<file path="src/sv/swr_pkg.sv">
package swr_pkg;

    localparam int COUNT_WIDTH_DEF = 16;

    localparam int SAMPLE_W  = 32;
    localparam int MIN_DUTY_W = 20;
    localparam logic [MIN_DUTY_W-1:0] MIN_DUTY_RESET = 20'd500;
    localparam logic [16:0] DUTY_ONE = 17'h10000;

    localparam logic [2:0] ST_VALID          = 3'd0;
    localparam logic [2:0] ST_OUT_OF_RANGE   = 3'd1;
    localparam logic [2:0] ST_INVALID        = 3'd2;
    localparam logic [2:0] ST_STALE          = 3'd3;
    localparam logic [2:0] ST_WAITING        = 3'd4;
    localparam logic [2:0] ST_NOT_CONFIGURED = 3'd5;

    typedef struct packed {
        logic [2:0]         sample_state;
        logic               sensor_configured;
        logic signed [15:0] input_voltage_mv;
        logic signed [15:0] input_current_mv;
        logic signed [23:0] voltage_mv;
        logic signed [23:0] current_ma;
        logic signed [31:0] power_mw;
        logic               close_window;
        logic [31:0]        now_ms;
    } sample_t;

    typedef struct packed {
        logic       seen_configured;
        logic       seen_rejection;
        logic [2:0] rejection_code;
    } flags_t;

endpackage

</file>
<file path="src/sv/swr_accum.sv">
module swr_accum
    import swr_pkg::*;
#(
    parameter int COUNT_WIDTH = COUNT_WIDTH_DEF
)
(
    input  logic                      clk,
    input  logic                      rst_n,
    input  logic                      acc_en,
    input  logic                      clear,
    input  sample_t                   sample,
    output logic [COUNT_WIDTH-1:0]    observed_count,
    output logic [COUNT_WIDTH-1:0]    valid_count,
    output logic [COUNT_WIDTH+15:0]   input_voltage_total,
    output logic [COUNT_WIDTH+15:0]   input_current_total,
    output logic [COUNT_WIDTH+23:0]   voltage_total,
    output logic [COUNT_WIDTH+23:0]   current_total,
    output logic [COUNT_WIDTH+31:0]   power_total,
    output logic [COUNT_WIDTH+31:0]   magnitude_total,
    output logic [SAMPLE_W-1:0]       largest_magnitude,
    output logic [SAMPLE_W-1:0]       second_magnitude,
    output flags_t                    flags
);

    localparam int CW   = COUNT_WIDTH;
    localparam int IV_W = CW + 16;
    localparam int V_W  = CW + 24;
    localparam int P_W  = CW + 32;
    localparam logic [CW-1:0] CNT_MAX = {CW{1'b1}};
    localparam flags_t FLAGS_CLEAR = '{seen_configured: 1'b0, seen_rejection: 1'b0,
                                       rejection_code: ST_INVALID};

    logic [CW-1:0]       obs_reg, obs_next;
    logic [CW-1:0]       val_reg, val_next;
    logic [IV_W-1:0]     ivt_reg, ivt_next;
    logic [IV_W-1:0]     ict_reg, ict_next;
    logic [V_W-1:0]      vt_reg, vt_next;
    logic [V_W-1:0]      ct_reg, ct_next;
    logic [P_W-1:0]      pt_reg, pt_next;
    logic [P_W-1:0]      mt_reg, mt_next;
    logic [SAMPLE_W-1:0] lg_reg, lg_next;
    logic [SAMPLE_W-1:0] sc_reg, sc_next;
    flags_t              flags_reg, flags_next;

    logic [2:0]          st;
    logic                is_valid;
    logic                is_obs;
    logic [31:0]         p_u;
    logic [31:0]         mag;

    always_comb
    begin
        st       = (sample.sample_state > ST_NOT_CONFIGURED) ? ST_INVALID : sample.sample_state;
        is_valid = (st == ST_VALID);
        is_obs   = is_valid || (st == ST_OUT_OF_RANGE);
        p_u      = sample.power_mw;
        mag      = p_u[31] ? (~p_u + 32'd1) : p_u;

        obs_next   = obs_reg;
        val_next   = val_reg;
        ivt_next   = ivt_reg;
        ict_next   = ict_reg;
        vt_next    = vt_reg;
        ct_next    = ct_reg;
        pt_next    = pt_reg;
        mt_next    = mt_reg;
        lg_next    = lg_reg;
        sc_next    = sc_reg;
        flags_next = flags_reg;

        if (acc_en)
        begin
            if (sample.sensor_configured)
            begin
                flags_next.seen_configured = 1'b1;
            end
            if (is_obs && (obs_reg != CNT_MAX))
            begin
                obs_next = obs_reg + 1'b1;
                ivt_next = ivt_reg + {{CW{sample.input_voltage_mv[15]}}, sample.input_voltage_mv};
                ict_next = ict_reg + {{CW{sample.input_current_mv[15]}}, sample.input_current_mv};
                vt_next  = vt_reg + {{CW{sample.voltage_mv[23]}}, sample.voltage_mv};
                ct_next  = ct_reg + {{CW{sample.current_ma[23]}}, sample.current_ma};
                pt_next  = pt_reg + {{CW{sample.power_mw[31]}}, sample.power_mw};
            end
            if (is_valid)
            begin
                if (val_reg != CNT_MAX)
                begin
                    val_next = val_reg + 1'b1;
                    mt_next  = mt_reg + {{CW{1'b0}}, mag};
                end
                if (mag >= lg_reg)
                begin
                    sc_next = lg_reg;
                    lg_next = mag;
                end
                else if (mag > sc_reg)
                begin
                    sc_next = mag;
                end
            end
            else
            begin
                flags_next.seen_rejection = 1'b1;
                if (st == ST_OUT_OF_RANGE)
                begin
                    flags_next.rejection_code = ST_OUT_OF_RANGE;
                end
                else if (flags_reg.rejection_code != ST_OUT_OF_RANGE)
                begin
                    flags_next.rejection_code = st;
                end
            end
        end
    end

    always_ff @(posedge clk or negedge rst_n)
    begin
        if (!rst_n)
        begin
            obs_reg   <= '0;
            val_reg   <= '0;
            ivt_reg   <= '0;
            ict_reg   <= '0;
            vt_reg    <= '0;
            ct_reg    <= '0;
            pt_reg    <= '0;
            mt_reg    <= '0;
            lg_reg    <= '0;
            sc_reg    <= '0;
            flags_reg <= FLAGS_CLEAR;
        end
        else if (clear)
        begin
            obs_reg   <= '0;
            val_reg   <= '0;
            ivt_reg   <= '0;
            ict_reg   <= '0;
            vt_reg    <= '0;
            ct_reg    <= '0;
            pt_reg    <= '0;
            mt_reg    <= '0;
            lg_reg    <= '0;
            sc_reg    <= '0;
            flags_reg <= FLAGS_CLEAR;
        end
        else
        begin
            obs_reg   <= obs_next;
            val_reg   <= val_next;
            ivt_reg   <= ivt_next;
            ict_reg   <= ict_next;
            vt_reg    <= vt_next;
            ct_reg    <= ct_next;
            pt_reg    <= pt_next;
            mt_reg    <= mt_next;
            lg_reg    <= lg_next;
            sc_reg    <= sc_next;
            flags_reg <= flags_next;
        end
    end

    assign observed_count      = obs_reg;
    assign valid_count         = val_reg;
    assign input_voltage_total = ivt_reg;
    assign input_current_total = ict_reg;
    assign voltage_total       = vt_reg;
    assign current_total       = ct_reg;
    assign power_total         = pt_reg;
    assign magnitude_total     = mt_reg;
    assign largest_magnitude   = lg_reg;
    assign second_magnitude    = sc_reg;
    assign flags               = flags_reg;

endmodule

</file>
<file path="src/sv/swr_divider.sv">
module swr_divider
    import swr_pkg::*;
#(
    parameter int DIVIDEND_W = 48,
    parameter int DIVISOR_W  = SAMPLE_W
)
(
    input  logic                  clk,
    input  logic                  rst_n,
    input  logic                  start,
    input  logic [DIVIDEND_W-1:0] dividend,
    input  logic [DIVISOR_W-1:0]  divisor,
    output logic                  busy,
    output logic [DIVIDEND_W-1:0] quotient
);

    localparam int CNT_W = $clog2(DIVIDEND_W + 1);

    logic [CNT_W-1:0]      cnt_reg, cnt_next;
    logic [DIVIDEND_W-1:0] q_reg, q_next;
    logic [DIVISOR_W-1:0]  rem_reg, rem_next;
    logic [DIVISOR_W-1:0]  dvs_reg, dvs_next;
    logic [DIVISOR_W:0]    shifted;
    logic [DIVISOR_W:0]    diff;
    logic                  ge;

    always_comb
    begin
        shifted  = {rem_reg, q_reg[DIVIDEND_W-1]};
        diff     = shifted - {1'b0, dvs_reg};
        ge       = (shifted >= {1'b0, dvs_reg});
        cnt_next = cnt_reg;
        q_next   = q_reg;
        rem_next = rem_reg;
        dvs_next = dvs_reg;
        if (start)
        begin
            cnt_next = CNT_W'(DIVIDEND_W);
            q_next   = dividend;
            rem_next = '0;
            dvs_next = divisor;
        end
        else if (cnt_reg != '0)
        begin
            cnt_next = cnt_reg - 1'b1;
            q_next   = {q_reg[DIVIDEND_W-2:0], ge};
            rem_next = ge ? diff[DIVISOR_W-1:0] : shifted[DIVISOR_W-1:0];
        end
    end

    always_ff @(posedge clk or negedge rst_n)
    begin
        if (!rst_n)
        begin
            cnt_reg <= '0;
        end
        else
        begin
            cnt_reg <= cnt_next;
        end
    end

    always_ff @(posedge clk)
    begin
        q_reg   <= q_next;
        rem_reg <= rem_next;
        dvs_reg <= dvs_next;
    end

    assign busy     = (cnt_reg != '0);
    assign quotient = q_reg;

endmodule

</file>
<file path="src/sv/sample_window_reducer_top.sv">
// Channel   Direction  Transaction
// s_axis    in         one classified sample (tlast closes the window)
// m_axis    out        one window result per closing sample
// apb       in/out     min_duty_power_mw at byte address 0
//
// A sample that does not close the window is captured, then accumulated.
// A closing sample adds 7 divisions, each a load then a run, on the shared
// one-bit-per-cycle restoring divider, DIV_W = max(32 + COUNT_WIDTH, 48).
// Reset clears all window state at once; no clearing pass follows.
// The result waits in the output register; a new result waits until it is taken.
module sample_window_reducer_top
    import swr_pkg::*;
#(
    parameter int COUNT_WIDTH = COUNT_WIDTH_DEF
)
(
    input  logic         clk,
    input  logic         rst_n,
    input  logic         s_axis_tvalid,
    output logic         s_axis_tready,
    // input_voltage_mv, input_current_mv, voltage_mv, current_ma, power_mw, now_ms
    input  logic [143:0] s_axis_tdata,
    // sample_state, sensor_configured
    input  logic [3:0]   s_axis_tuser,
    input  logic         s_axis_tlast,
    output logic         m_axis_tvalid,
    input  logic         m_axis_tready,
    // mean_input_voltage_mv, mean_input_current_mv, mean_voltage_mv, mean_current_ma,
    // mean_power_mw, duty_fraction, stamp_ms, zero fill
    output logic [167:0] m_axis_tdata,
    // window_state, window_configured, duty_reported
    output logic [4:0]   m_axis_tuser,
    input  logic         psel,
    input  logic         penable,
    input  logic         pwrite,
    input  logic [2:0]   paddr,
    input  logic [31:0]  pwdata,
    output logic [31:0]  prdata,
    output logic         pready
);

    localparam int CW    = COUNT_WIDTH;
    localparam int IV_W  = CW + 16;
    localparam int V_W   = CW + 24;
    localparam int P_W   = CW + 32;
    localparam int DIV_W = (CW + 32 > 48) ? (CW + 32) : 48;

    localparam logic [2:0] JOB_IN_V  = 3'd0;
    localparam logic [2:0] JOB_IN_C  = 3'd1;
    localparam logic [2:0] JOB_V     = 3'd2;
    localparam logic [2:0] JOB_C     = 3'd3;
    localparam logic [2:0] JOB_P     = 3'd4;
    localparam logic [2:0] JOB_MAG   = 3'd5;
    localparam logic [2:0] JOB_DUTY  = 3'd6;

    typedef enum logic [4:0] {
        S_IDLE = 5'b00001,
        S_ACC  = 5'b00010,
        S_LOAD = 5'b00100,
        S_RUN  = 5'b01000,
        S_EMIT = 5'b10000
    } state_t;

    state_t               state_reg, state_next;
    logic [2:0]           job_reg, job_next;
    sample_t              sample_reg;
    logic [MIN_DUTY_W-1:0] min_reg;

    logic [15:0]          miv_reg;
    logic [15:0]          mic_reg;
    logic [23:0]          mv_reg;
    logic [23:0]          mc_reg;
    logic [31:0]          mp_reg;
    logic [31:0]          mmag_reg;
    logic [16:0]          dq_reg;

    logic                 out_valid_reg;
    logic [167:0]         out_data_reg;
    logic [4:0]           out_user_reg;

    logic [CW-1:0]        obs_cnt;
    logic [CW-1:0]        val_cnt;
    logic [IV_W-1:0]      ivt;
    logic [IV_W-1:0]      ict;
    logic [V_W-1:0]       vt;
    logic [V_W-1:0]       ct;
    logic [P_W-1:0]       pt;
    logic [P_W-1:0]       mt;
    logic [SAMPLE_W-1:0]  largest;
    logic [SAMPLE_W-1:0]  second;
    flags_t               flags;

    logic                 s_accept;
    logic                 acc_en;
    logic                 acc_clear;
    logic                 div_start;
    logic                 div_busy;
    logic [DIV_W-1:0]     quotient;
    logic [DIV_W-1:0]     sel_total;
    logic                 sel_signed;
    logic                 neg_sel;
    logic [DIV_W-1:0]     dividend;
    logic [SAMPLE_W-1:0]  divisor;
    logic [DIV_W-1:0]     q_signed;
    logic [SAMPLE_W-1:0]  peak;
    logic                 out_free;

    logic [2:0]           wstate;
    logic                 means_ok;
    logic                 duty_rep;
    logic                 duty_low;
    logic [16:0]          duty_val;

    assign s_accept      = s_axis_tvalid && s_axis_tready;
    assign s_axis_tready = (state_reg == S_IDLE);
    assign pready        = 1'b1;
    assign prdata        = paddr[2] ? 32'd0 : {{(32 - MIN_DUTY_W){1'b0}}, min_reg};

    always_ff @(posedge clk or negedge rst_n)
    begin
        if (!rst_n)
        begin
            min_reg <= MIN_DUTY_RESET;
        end
        else if (psel && penable && pwrite && pready && !paddr[2])
        begin
            min_reg <= pwdata[MIN_DUTY_W-1:0];
        end
    end

    always_ff @(posedge clk)
    begin
        if (s_accept)
        begin
            sample_reg.sample_state      <= s_axis_tuser[2:0];
            sample_reg.sensor_configured <= s_axis_tuser[3];
            sample_reg.input_voltage_mv  <= s_axis_tdata[15:0];
            sample_reg.input_current_mv  <= s_axis_tdata[31:16];
            sample_reg.voltage_mv        <= s_axis_tdata[55:32];
            sample_reg.current_ma        <= s_axis_tdata[79:56];
            sample_reg.power_mw          <= s_axis_tdata[111:80];
            sample_reg.close_window      <= s_axis_tlast;
            sample_reg.now_ms            <= s_axis_tdata[143:112];
        end
    end

    swr_accum #(
        .COUNT_WIDTH(COUNT_WIDTH)
    ) u_accum (
        .clk                 (clk),
        .rst_n               (rst_n),
        .acc_en              (acc_en),
        .clear               (acc_clear),
        .sample              (sample_reg),
        .observed_count      (obs_cnt),
        .valid_count         (val_cnt),
        .input_voltage_total (ivt),
        .input_current_total (ict),
        .voltage_total       (vt),
        .current_total       (ct),
        .power_total         (pt),
        .magnitude_total     (mt),
        .largest_magnitude   (largest),
        .second_magnitude    (second),
        .flags               (flags)
    );

    assign peak = (val_cnt > CW'(1)) ? second : largest;

    always_comb
    begin
        sel_signed = 1'b1;
        unique case (job_reg)
            JOB_IN_V:
            begin
                sel_total = {{(DIV_W - IV_W){ivt[IV_W-1]}}, ivt};
                divisor   = {{(SAMPLE_W - CW){1'b0}}, obs_cnt};
            end
            JOB_IN_C:
            begin
                sel_total = {{(DIV_W - IV_W){ict[IV_W-1]}}, ict};
                divisor   = {{(SAMPLE_W - CW){1'b0}}, obs_cnt};
            end
            JOB_V:
            begin
                sel_total = {{(DIV_W - V_W){vt[V_W-1]}}, vt};
                divisor   = {{(SAMPLE_W - CW){1'b0}}, obs_cnt};
            end
            JOB_C:
            begin
                sel_total = {{(DIV_W - V_W){ct[V_W-1]}}, ct};
                divisor   = {{(SAMPLE_W - CW){1'b0}}, obs_cnt};
            end
            JOB_P:
            begin
                sel_total = DIV_W'({{(DIV_W - P_W + 1){pt[P_W-1]}}, pt});
                divisor   = {{(SAMPLE_W - CW){1'b0}}, obs_cnt};
            end
            JOB_MAG:
            begin
                sel_total  = DIV_W'({1'b0, mt});
                divisor    = {{(SAMPLE_W - CW){1'b0}}, val_cnt};
                sel_signed = 1'b0;
            end
            JOB_DUTY:
            begin
                sel_total  = DIV_W'({mmag_reg, 16'd0});
                divisor    = peak;
                sel_signed = 1'b0;
            end
            default:
            begin
                sel_total  = '0;
                divisor    = '0;
                sel_signed = 1'b0;
            end
        endcase
        neg_sel  = sel_signed && sel_total[DIV_W-1];
        dividend = neg_sel ? (~sel_total + 1'b1) : sel_total;
        q_signed = neg_sel ? (~quotient + 1'b1) : quotient;
    end

    swr_divider #(
        .DIVIDEND_W(DIV_W),
        .DIVISOR_W (SAMPLE_W)
    ) u_divider (
        .clk      (clk),
        .rst_n    (rst_n),
        .start    (div_start),
        .dividend (dividend),
        .divisor  (divisor),
        .busy     (div_busy),
        .quotient (quotient)
    );

    always_ff @(posedge clk)
    begin
        if ((state_reg == S_RUN) && !div_busy)
        begin
            unique case (job_reg)
                JOB_IN_V: miv_reg  <= q_signed[15:0];
                JOB_IN_C: mic_reg  <= q_signed[15:0];
                JOB_V:    mv_reg   <= q_signed[23:0];
                JOB_C:    mc_reg   <= q_signed[23:0];
                JOB_P:    mp_reg   <= q_signed[31:0];
                JOB_MAG:  mmag_reg <= quotient[31:0];
                JOB_DUTY: dq_reg   <= (quotient > DIV_W'(DUTY_ONE)) ? DUTY_ONE
                                                                    : quotient[16:0];
                default:  mmag_reg <= mmag_reg;
            endcase
        end
    end

    always_comb
    begin
        means_ok = flags.seen_configured && (obs_cnt != '0);
        priority if (!flags.seen_configured)
        begin
            wstate = ST_NOT_CONFIGURED;
        end
        else if (obs_cnt == '0)
        begin
            wstate = flags.seen_rejection ? flags.rejection_code : ST_WAITING;
        end
        else
        begin
            wstate = flags.seen_rejection ? flags.rejection_code : ST_VALID;
        end
        duty_rep = means_ok && (wstate == ST_VALID) && (val_cnt != '0);
        duty_low = (mmag_reg < 32'(min_reg)) || (peak < 32'(min_reg)) || (peak == '0);
        duty_val = !duty_rep ? 17'd0 : (duty_low ? DUTY_ONE : dq_reg);
    end

    assign out_free = !out_valid_reg || m_axis_tready;

    always_comb
    begin
        state_next = state_reg;
        job_next   = job_reg;
        acc_en     = 1'b0;
        acc_clear  = 1'b0;
        div_start  = 1'b0;
        unique case (state_reg)
            S_IDLE:
            begin
                if (s_accept)
                begin
                    state_next = S_ACC;
                end
            end
            S_ACC:
            begin
                acc_en   = 1'b1;
                job_next = JOB_IN_V;
                state_next = sample_reg.close_window ? S_LOAD : S_IDLE;
            end
            S_LOAD:
            begin
                div_start  = 1'b1;
                state_next = S_RUN;
            end
            S_RUN:
            begin
                if (!div_busy)
                begin
                    if (job_reg == JOB_DUTY)
                    begin
                        state_next = S_EMIT;
                    end
                    else
                    begin
                        job_next   = job_reg + 1'b1;
                        state_next = S_LOAD;
                    end
                end
            end
            S_EMIT:
            begin
                if (out_free)
                begin
                    acc_clear  = 1'b1;
                    state_next = S_IDLE;
                end
            end
            default:
            begin
                state_next = S_IDLE;
            end
        endcase
    end

    always_ff @(posedge clk or negedge rst_n)
    begin
        if (!rst_n)
        begin
            state_reg     <= S_IDLE;
            job_reg       <= JOB_IN_V;
            out_valid_reg <= 1'b0;
        end
        else
        begin
            state_reg <= state_next;
            job_reg   <= job_next;
            if ((state_reg == S_EMIT) && out_free)
            begin
                out_valid_reg <= 1'b1;
            end
            else if (m_axis_tready)
            begin
                out_valid_reg <= 1'b0;
            end
        end
    end

    always_ff @(posedge clk)
    begin
        if ((state_reg == S_EMIT) && out_free)
        begin
            out_data_reg <= {7'd0,
                             sample_reg.now_ms,
                             duty_val,
                             means_ok ? mp_reg  : 32'd0,
                             means_ok ? mc_reg  : 24'd0,
                             means_ok ? mv_reg  : 24'd0,
                             means_ok ? mic_reg : 16'd0,
                             means_ok ? miv_reg : 16'd0};
            out_user_reg <= {duty_rep, flags.seen_configured, wstate};
        end
    end

    assign m_axis_tvalid = out_valid_reg;
    assign m_axis_tdata  = out_data_reg;
    assign m_axis_tuser  = out_user_reg;

    a_acc_follows_accept: assert property (@(posedge clk) disable iff (!rst_n)
        (state_reg == S_ACC) |-> $past(s_axis_tvalid && s_axis_tready))
        else $error("accumulate step without an accepted sample");

    a_result_from_emit: assert property (@(posedge clk) disable iff (!rst_n)
        $rose(m_axis_tvalid) |-> $past(state_reg == S_EMIT))
        else $error("result raised outside the emit step");

    a_duty_only_valid: assert property (@(posedge clk) disable iff (!rst_n)
        (m_axis_tvalid && m_axis_tuser[4]) |->
        (m_axis_tuser[2:0] == ST_VALID && m_axis_tuser[3]))
        else $error("duty reported for a window that is not valid");

    a_divider_started: assert property (@(posedge clk) disable iff (!rst_n)
        (state_reg == S_LOAD) |=> div_busy)
        else $error("divider did not start");

    a_idle_divider: assert property (@(posedge clk) disable iff (!rst_n)
        s_axis_tready |-> !div_busy)
        else $error("sample accepted while a division runs");

endmodule
</file>
<file path="config.mk">
export PLATFORM = sky130hd
export DESIGN_NAME = sample_window_reducer_top
export DESIGN_NICKNAME = d
export VERILOG_FILES = /design/src/sv/swr_pkg.sv /design/src/sv/swr_accum.sv /design/src/sv/swr_divider.sv /design/src/sv/sample_window_reducer_top.sv
export SDC_FILE = /design/constraint.sdc
export NUM_CORES = 2
export LEC_CHECK = 0
export BUFFER_PORTS_ARGS = -buffer_cell sky130_fd_sc_hd__buf_2
export CORE_UTILIZATION = 62
export CTS_BUF_LIST = sky130_fd_sc_hd__clkbuf_8
export CTS_CLUSTER_SIZE = 24
export DETAILED_ROUTE_END_ITERATION = 16
export HOLD_SLACK_MARGIN = 0.06
export MAX_ROUTING_LAYER = met4
export PLACE_DENSITY = 0.89
export SYNTH_ARGS = -nofsm -noshare
export SYNTH_HDL_FRONTEND = slang
export SYNTH_HIERARCHICAL = 1
export SYNTH_SLANG_ARGS = --single-unit
</file>
<file path="constraint.sdc">
create_clock -name clk -period 10.8 [get_ports clk]
set_clock_uncertainty 0.1 [all_clocks]
set_input_delay 1.62 -clock clk [delete_from_list [all_inputs] [get_ports clk]]
set_output_delay 1.62 -clock clk [all_outputs]
set_load 0.03 [all_outputs]
</file>
# Yosys cells after proc, flatten, opt, wreduce, memory -nomap -nowiden
# Index checks and enable logic that the tools add are counted.
# W data, S select, Z words.
[word_totals]
in_bits = 191
elab_cells = 218
reg_bits = 964
out_inout_bits = 208
[classes]
bitwise = 4
n_mux = 75
add_sub_neg = 14
order_cmp = 8
n_reduce_logical = 55
eq_ne = 20
[op_table]
columns = ["operator", "count"]
rows = [
  ["$mux W32", 19],
  ["$mux W48", 10],
  ["$pmux W48 S7", 1],
  ["$mux W40", 6],
  ["$mux W16", 7],
  ["$pmux W32 S3", 1],
  ["$add A40 B40 Y40", 2],
  ["$add A32 B1 Y32 const B", 2],
  ["$add A32 B32 Y32", 2],
  ["$lt A32 B20 Y1", 2],
  ["$not A32 Y32", 2],
  ["$add A48 B1 Y48 const B", 1],
  ["$add A48 B32 Y48", 1],
  ["$add A48 B48 Y48", 1],
  ["$gt A48 B17 Y1 const B", 1],
  ["$not A48 Y48", 1],
  ["$ge A33 B32 Y1", 1],
  ["$add A16 B1 Y16 const B", 2],
  ["$ge A32 B32 Y1", 1],
  ["$gt A32 B32 Y1", 1],
  ["$logic_not A32 Y1", 1],
  ["$ne A16 B16 Y1 const B", 2],
  ["$reduce_bool A16 Y1", 2],
  ["$sub A32 B32 Y32", 1],
  ["37 further kinds", 106],
]

# Depth between registers and ports, before layout
[logic_depth]
depth_word = 9
mapped_depth = 21
depth_no_buf = 20

# By module
# The synthesis kept the hierarchy.
[modules_own_cells]
columns = ["module", "instances", "seq_area_each_um2", "area_each_um2", "cells_each"]
rows = [
  ["swr_accum", 1, 8534.4, 26982.1, 3246],
  ["sample_window_reducer_top", 1, 15028.2, 22531.6, 1579],
  ["swr_divider", 1, 3193.1, 6563.8, 615],
]

# Least setup slack after synthesis
# Ideal clock, no wire load.
[synth_timing]
path_kind = "input to register"
from = "in m_axis_tready"
to = "reg u_accum.mt_reg[44], in the netlist u_accum/magnitude_total[44]"
path_slack_ps = -49
setup_time_ps = 78
arrival_time_ps = 10671
required_time_ps = 10622
stages = 9
n_path_buf = 1
cell_sequence = "nand2b_1 nor2b_1 clkbuf_1 nor2_1 nor2_1 nand3_1 or3_1 or2_2 a21oi_1"
[synth_between]
elab_chain_len = 5
word_cells_on_any_way = 8
cone_classes = "3 x mux; 5 x reduce/logical"
[synth_lines]
columns = ["item", "line", "text"]
rows = [
  ["from (decl)", "sample_window_reducer_top.sv:27", "input logic m_axis_tready,"],
  ["$logic_or A1 B1 Y1 (*)", "sample_window_reducer_top.sv:274", "assign out_free = !out_valid_reg || m_axis_tready;"],
  ["$mux W1 (*)", "sample_window_reducer_top.sv:319", "if (out_free)"],
  ["$mux W1 (*)", "sample_window_reducer_top.sv:283", "unique case (state_reg)"],
  ["named net acc_clear", "sample_window_reducer_top.sv:95", "logic acc_clear;"],
  ["$reduce_bool A2 Y1 (no source line)", "--", ""],
  ["$reduce_and A3 Y1 (no source line)", "--", ""],
  ["to (signal assigned)", "swr_accum.sv:157", "mt_reg <= mt_next;"],
  ["to (decl)", "swr_accum.sv:40", "logic [P_W-1:0] mt_reg, mt_next;"],
]
# Mark *: on every way through the listed nets, which the timed path passes. The rest lies on a longest branch.
# A chain may end at the register's enable or synchronous reset.

# Worst setup path in the final report
[layout_timing]
from = "reg sample_reg[33] in the netlist's numbering"
to = "reg u_accum.sc_reg[8], in the netlist u_accum/second_magnitude[8]"
[layout_between]
elab_chain_len = 8
word_cells_on_any_way = 12
cone_classes = "1 x add/sub; 2 x order compare; 6 x mux; 1 x bitwise; 2 x reduce/logical"
[layout_lines]
columns = ["item", "line", "text"]
rows = [
  ["from (decl)", "sample_window_reducer_top.sv:66", "sample_t sample_reg;"],
  ["$not A32 Y32", "swr_accum.sv:57", "mag = p_u[31] ? (~p_u + 32'd1) : p_u;"],
  ["$add A32 B1 Y32", "swr_accum.sv:57", ""],
  ["$mux W32 (*)", "swr_accum.sv:57", ""],
  ["$ge A32 B32 Y1 or $mux W32 (tied branches)", "swr_accum.sv:93, swr_accum.sv:98", ""],
  ["$mux W32", "swr_accum.sv:93", "if (mag >= lg_reg)"],
  ["$mux W32", "swr_accum.sv:86", "if (is_valid)"],
  ["$mux W32", "swr_accum.sv:71", "if (acc_en)"],
  ["$mux W32", "swr_accum.sv:134", "else if (clear)"],
  ["to (signal assigned)", "swr_accum.sv:159", "sc_reg <= sc_next;"],
  ["to (decl)", "swr_accum.sv:42", "logic [SAMPLE_W-1:0] sc_reg, sc_next;"],
]
# Mark *: on every way between the ends. The rest lies on a longest branch, timed or not. The select of a mux whose other input is x is not followed.

==> impl_metrics.csv <==
group,metric,value,unit
status,status,"finished clean",
route,drt_iter0_drc,5374,
worst_setup_path,cp_data_required_time,11460,ps
clock_network,clockBufferDepth,3,
clock_network,cts_buffers,155,
cells_and_area,final_common_cell,"nand2_1",
worst_hold_path,hold_depth,0,
global_routing,overflow,0,
cells_and_area,largest_reg_flops,161,
yosys,synthMuxAreaShare,3.49,%
yosys,synth_top_cell_by_area,"edfxtp_1",
cells_and_area,drive_above_1_share,14.4,%
sta,hold_viol,0,
route,totalWireLength,161000,um
sta,timing.final.crit_share,62.2,%
yosys,yosysWarnings,6,
cells_and_area,n_fill_cell,6412,
cells_and_area,syn_to_final_growth,10.4,%
route,vias,45520,
floorplanning,die_area,91700,um^2
yosys,synthFlopType,"edfxtp_1",
yosys,syn-mean-instance-area,10.3,um^2
clock_network,cts_setup_buffers,0,
route,viasPerCell,6.43,
placed_design,port_buffers,364,
worst_setup_path,max_stage_delay,1020,ps
global_routing,use_met2,54.9,%
cells_and_area,final_core_util,69.7,%
worst_setup_path,path_cells,"buf_4 -> inv_1 -> ha_1 -> nand2_1 -> or3_1 -> nor2_1 -> nand2_1 -> or4_1 -> o21ai_0 -> xnor2_1 -> ha_1 -> a21o_1 -> a21o_1 -> a21o_1 -> a21oi_1 -> o21ai_0 -> or3_1 -> nor3_2 -> buf_4 -> o211ai_1 -> o41ai_1",
yosys,synth_cells,5440,
yosys,yosys-top-cells-area,"edfxtp_1 30%, dfrtp_1 16%, ha_1 8.1%, a21oi_1 4.1%, nand2_1 3.9%",
worst_setup_path,crit_start,"sample_reg[33]",
yosys,async_flop_share,39.0,%
sta,tightest_slew,1350,ps
floorplanning,start_util,63.1,%
worst_setup_path,r2r_slack,4080,ps
yosys,mappedNetlistArea,56100,um^2
floorplanning,die_w,303,um
worst_setup_path,regToRegStartpoint,"sample_reg[33]",
sta,max_slew_margin,9.59,%
power,p_int,9.83,mW
power,p_seq_share,34.6,%
power,powerDensity,277,nW/um^2
clock_network,hold_buffers,0,
global_routing,grt.met3_usage,7.65,%
global_routing,globalRouteMet1Util,43.8,%
clock_network,clock-sinks,964,
power,p_clk_share,18.1,%
yosys,synth_compound_area_share,17.0,%
sta,holdWs,311,ps
worst_hold_path,hold_path.startpoint,"sample_reg[30]",
sta,finalMaxSlewViolations,0,
worst_setup_path,rr_endpoint,"u_accum/second_magnitude[8]",
clock_network,ctsResizeCount,0,
power,ir_drop,0.218,mV
power,pwr-share-comb,47.4,%
clock_network,clock_latency,890,ps
yosys,yosysTopAreaCellShare,29.8,%
route,drt_pass1_iterations,7,
worst_setup_path,critPathMostFrequentCell,"a21o_1",
placed_design,dp_hpwl,114000,um
worst_setup_path,worstPathMaxFanout,44,
yosys,yosys.area_share.simple,14.4,%
floorplanning,core-area,88900,um^2
cells_and_area,mostFrequentLayoutCells,"577 x nand2_1, 556 x edfxtp_1, 461 x a21oi_1",
floorplanning,rows,109,
power,p_leak,26.2,nW
run,maxCapViolCount,0,
global_routing,antenna_found_initial,8,
sta,final-setup-viol-count,0,
sta,min_period,6720,ps
route,drc,0,
global_routing,grt_max_degree,174,
clock_network,tritoncts,"yes",
floorplanning,dieHeight,303,um
worst_setup_path,critPathArrivalTime,7380,ps
yosys,yosysSeqAreaShare,47.7,%
yosys,synthAdderAreaFrac,8.37,%
worst_setup_path,ff2ff_path_depth,21,
global_routing,grt_usage,35.7,%
placed_design,gp_congestion,1.01,
clock_network,cts_root_buffer,"clkbuf_8",
sta,fmax,149,MHz
worst_hold_path,hold_path_class,"register to register",
global_routing,busiest_layer,"met2",
worst_setup_path,cp-start-kind,"register",
cells_and_area,nNetsFinal,6346,
yosys,yosys.cell_types.count,110,
worst_setup_path,cp_slowest_cell,"nor3_2",
route,wl_per_cell,22.8,um
sta,rsz0062_at_grt,"false",
global_routing,grt_pass1_vias,43391,
power,p_switching,7.32,mW
power,p_sw_share,42.7,%
floorplanning,pin_count,399,
yosys,yosys.area_share.xor_xnor,5.51,%
global_routing,grt_pass1_wl,243000,um
worst_setup_path,endpoint_kind,"register",
clock_network,htreeDepth,4,
worst_hold_path,min_to,"m_axis_tdata[159]",
worst_setup_path,crit_type,"register to register",
yosys,synth_top_family_by_area,"compound AO/OA/AOI/OAI gates",
sta,tns,0,ps
clock_network,clk_pin_slew,70,ps
yosys,synth_edf_count,556,
route,antenna_left,0,
yosys,ys_ff_latch,964,
-- logic make-up after synthesis --
logic type	Yosys count
AOI/OAI and AO/OA	1446
adders and majority gates	371
xor gates and xnor gates	353
muxes	178
buffers and inverters	471
DFF	964
and+or+nand+nor	1655
other	2
-- per-layer routing --
metal | wire, um | share of wire (%)
met2 | 74100 | 46
met4 | 9930 | 6.2
met3 | 15300 | 9.5
met5 | 0 | 0
met1 | 62100 | 38
-- cell type report --
cell class                      count  area, um^2  area share, %
Tap cell                         1165        1460           2.35
Clock buffer                      171        2350           3.80
Inverter                          211         793           1.28
Antenna cell                       11        27.5         0.0444
Sequential cell                   964       26800           43.2
Multi-Input combinational cell   4023       27500           44.4
Timing Repair Buffer              429        2340           3.79
Clock inverter                    108         668           1.08
-- synthesized netlist by cell type (43+ instances only) --
master / n
a211oi_1: 87
a21o_1: 148
a21oi_1: 461
a22o_1: 49
a22oi_1: 49
a31oi_1: 43
and2_1: 175
and3_1: 44
clkbuf_1: 194
dfrtp_1: 368
edfxtp_1: 556
ha_1: 364
inv_1: 208
mux2_2: 116
mux2i_1: 53
nand2_1: 578
nand3_1: 80
nand4_1: 78
nor2_1: 348
nor2b_1: 48
nor3_1: 103
nor4_1: 52
o211ai_1: 61
o21ai_0: 224
o41ai_1: 45
xnor2_1: 236
xor2_1: 117
-- power by group through the flow --
stage	Clock (mW)	Combinational, mW	Sequential (mW)
2_1_floorplan	0	6.09	5.55
3_3_place_gp	0	7.52	5.91
3_5_place_dp	0	7.83	5.95
4_1_cts	3.13	7.90	5.89
5_1_grt	3.30	8.85	5.98
6_report	3.10	8.12	5.93
-- worst max-delay path by stage --
stage                                             end  slack, ps
after global routing      u_accum/second_magnitude[8]       3860
after floorplan           u_accum/magnitude_total[44]       3080
after CTS                 u_accum/second_magnitude[8]       4290
after detailed placement  u_accum/second_magnitude[8]       4320
final                     u_accum/second_magnitude[8]       4080
after global placement    u_accum/second_magnitude[9]       4470
-- metrics by stage --
stage,cell area (um^2),total power [mW],worst slack (ps),std cells
floorplan,56100,11.6,3080,5458
global placement,58900,13.4,4470,6792
detailed placement,58900,13.8,4320,6792
CTS,61900,16.9,4290,7071
global route,61900,18.1,3860,7079
finish,61900,17.2,4080,7082
-- worst max-delay path, delay by kind of cell (launching register included) --
family,cells,cell delay [ps]
and+or+nand+nor,7,2800
buffers and inverters,3,1040
adders and majority gates,2,570
xor gates and xnor gates,1,300
DFF,1,350
AOI/OAI and AO/OA,8,1430
(Power assumes the default switching activity.)
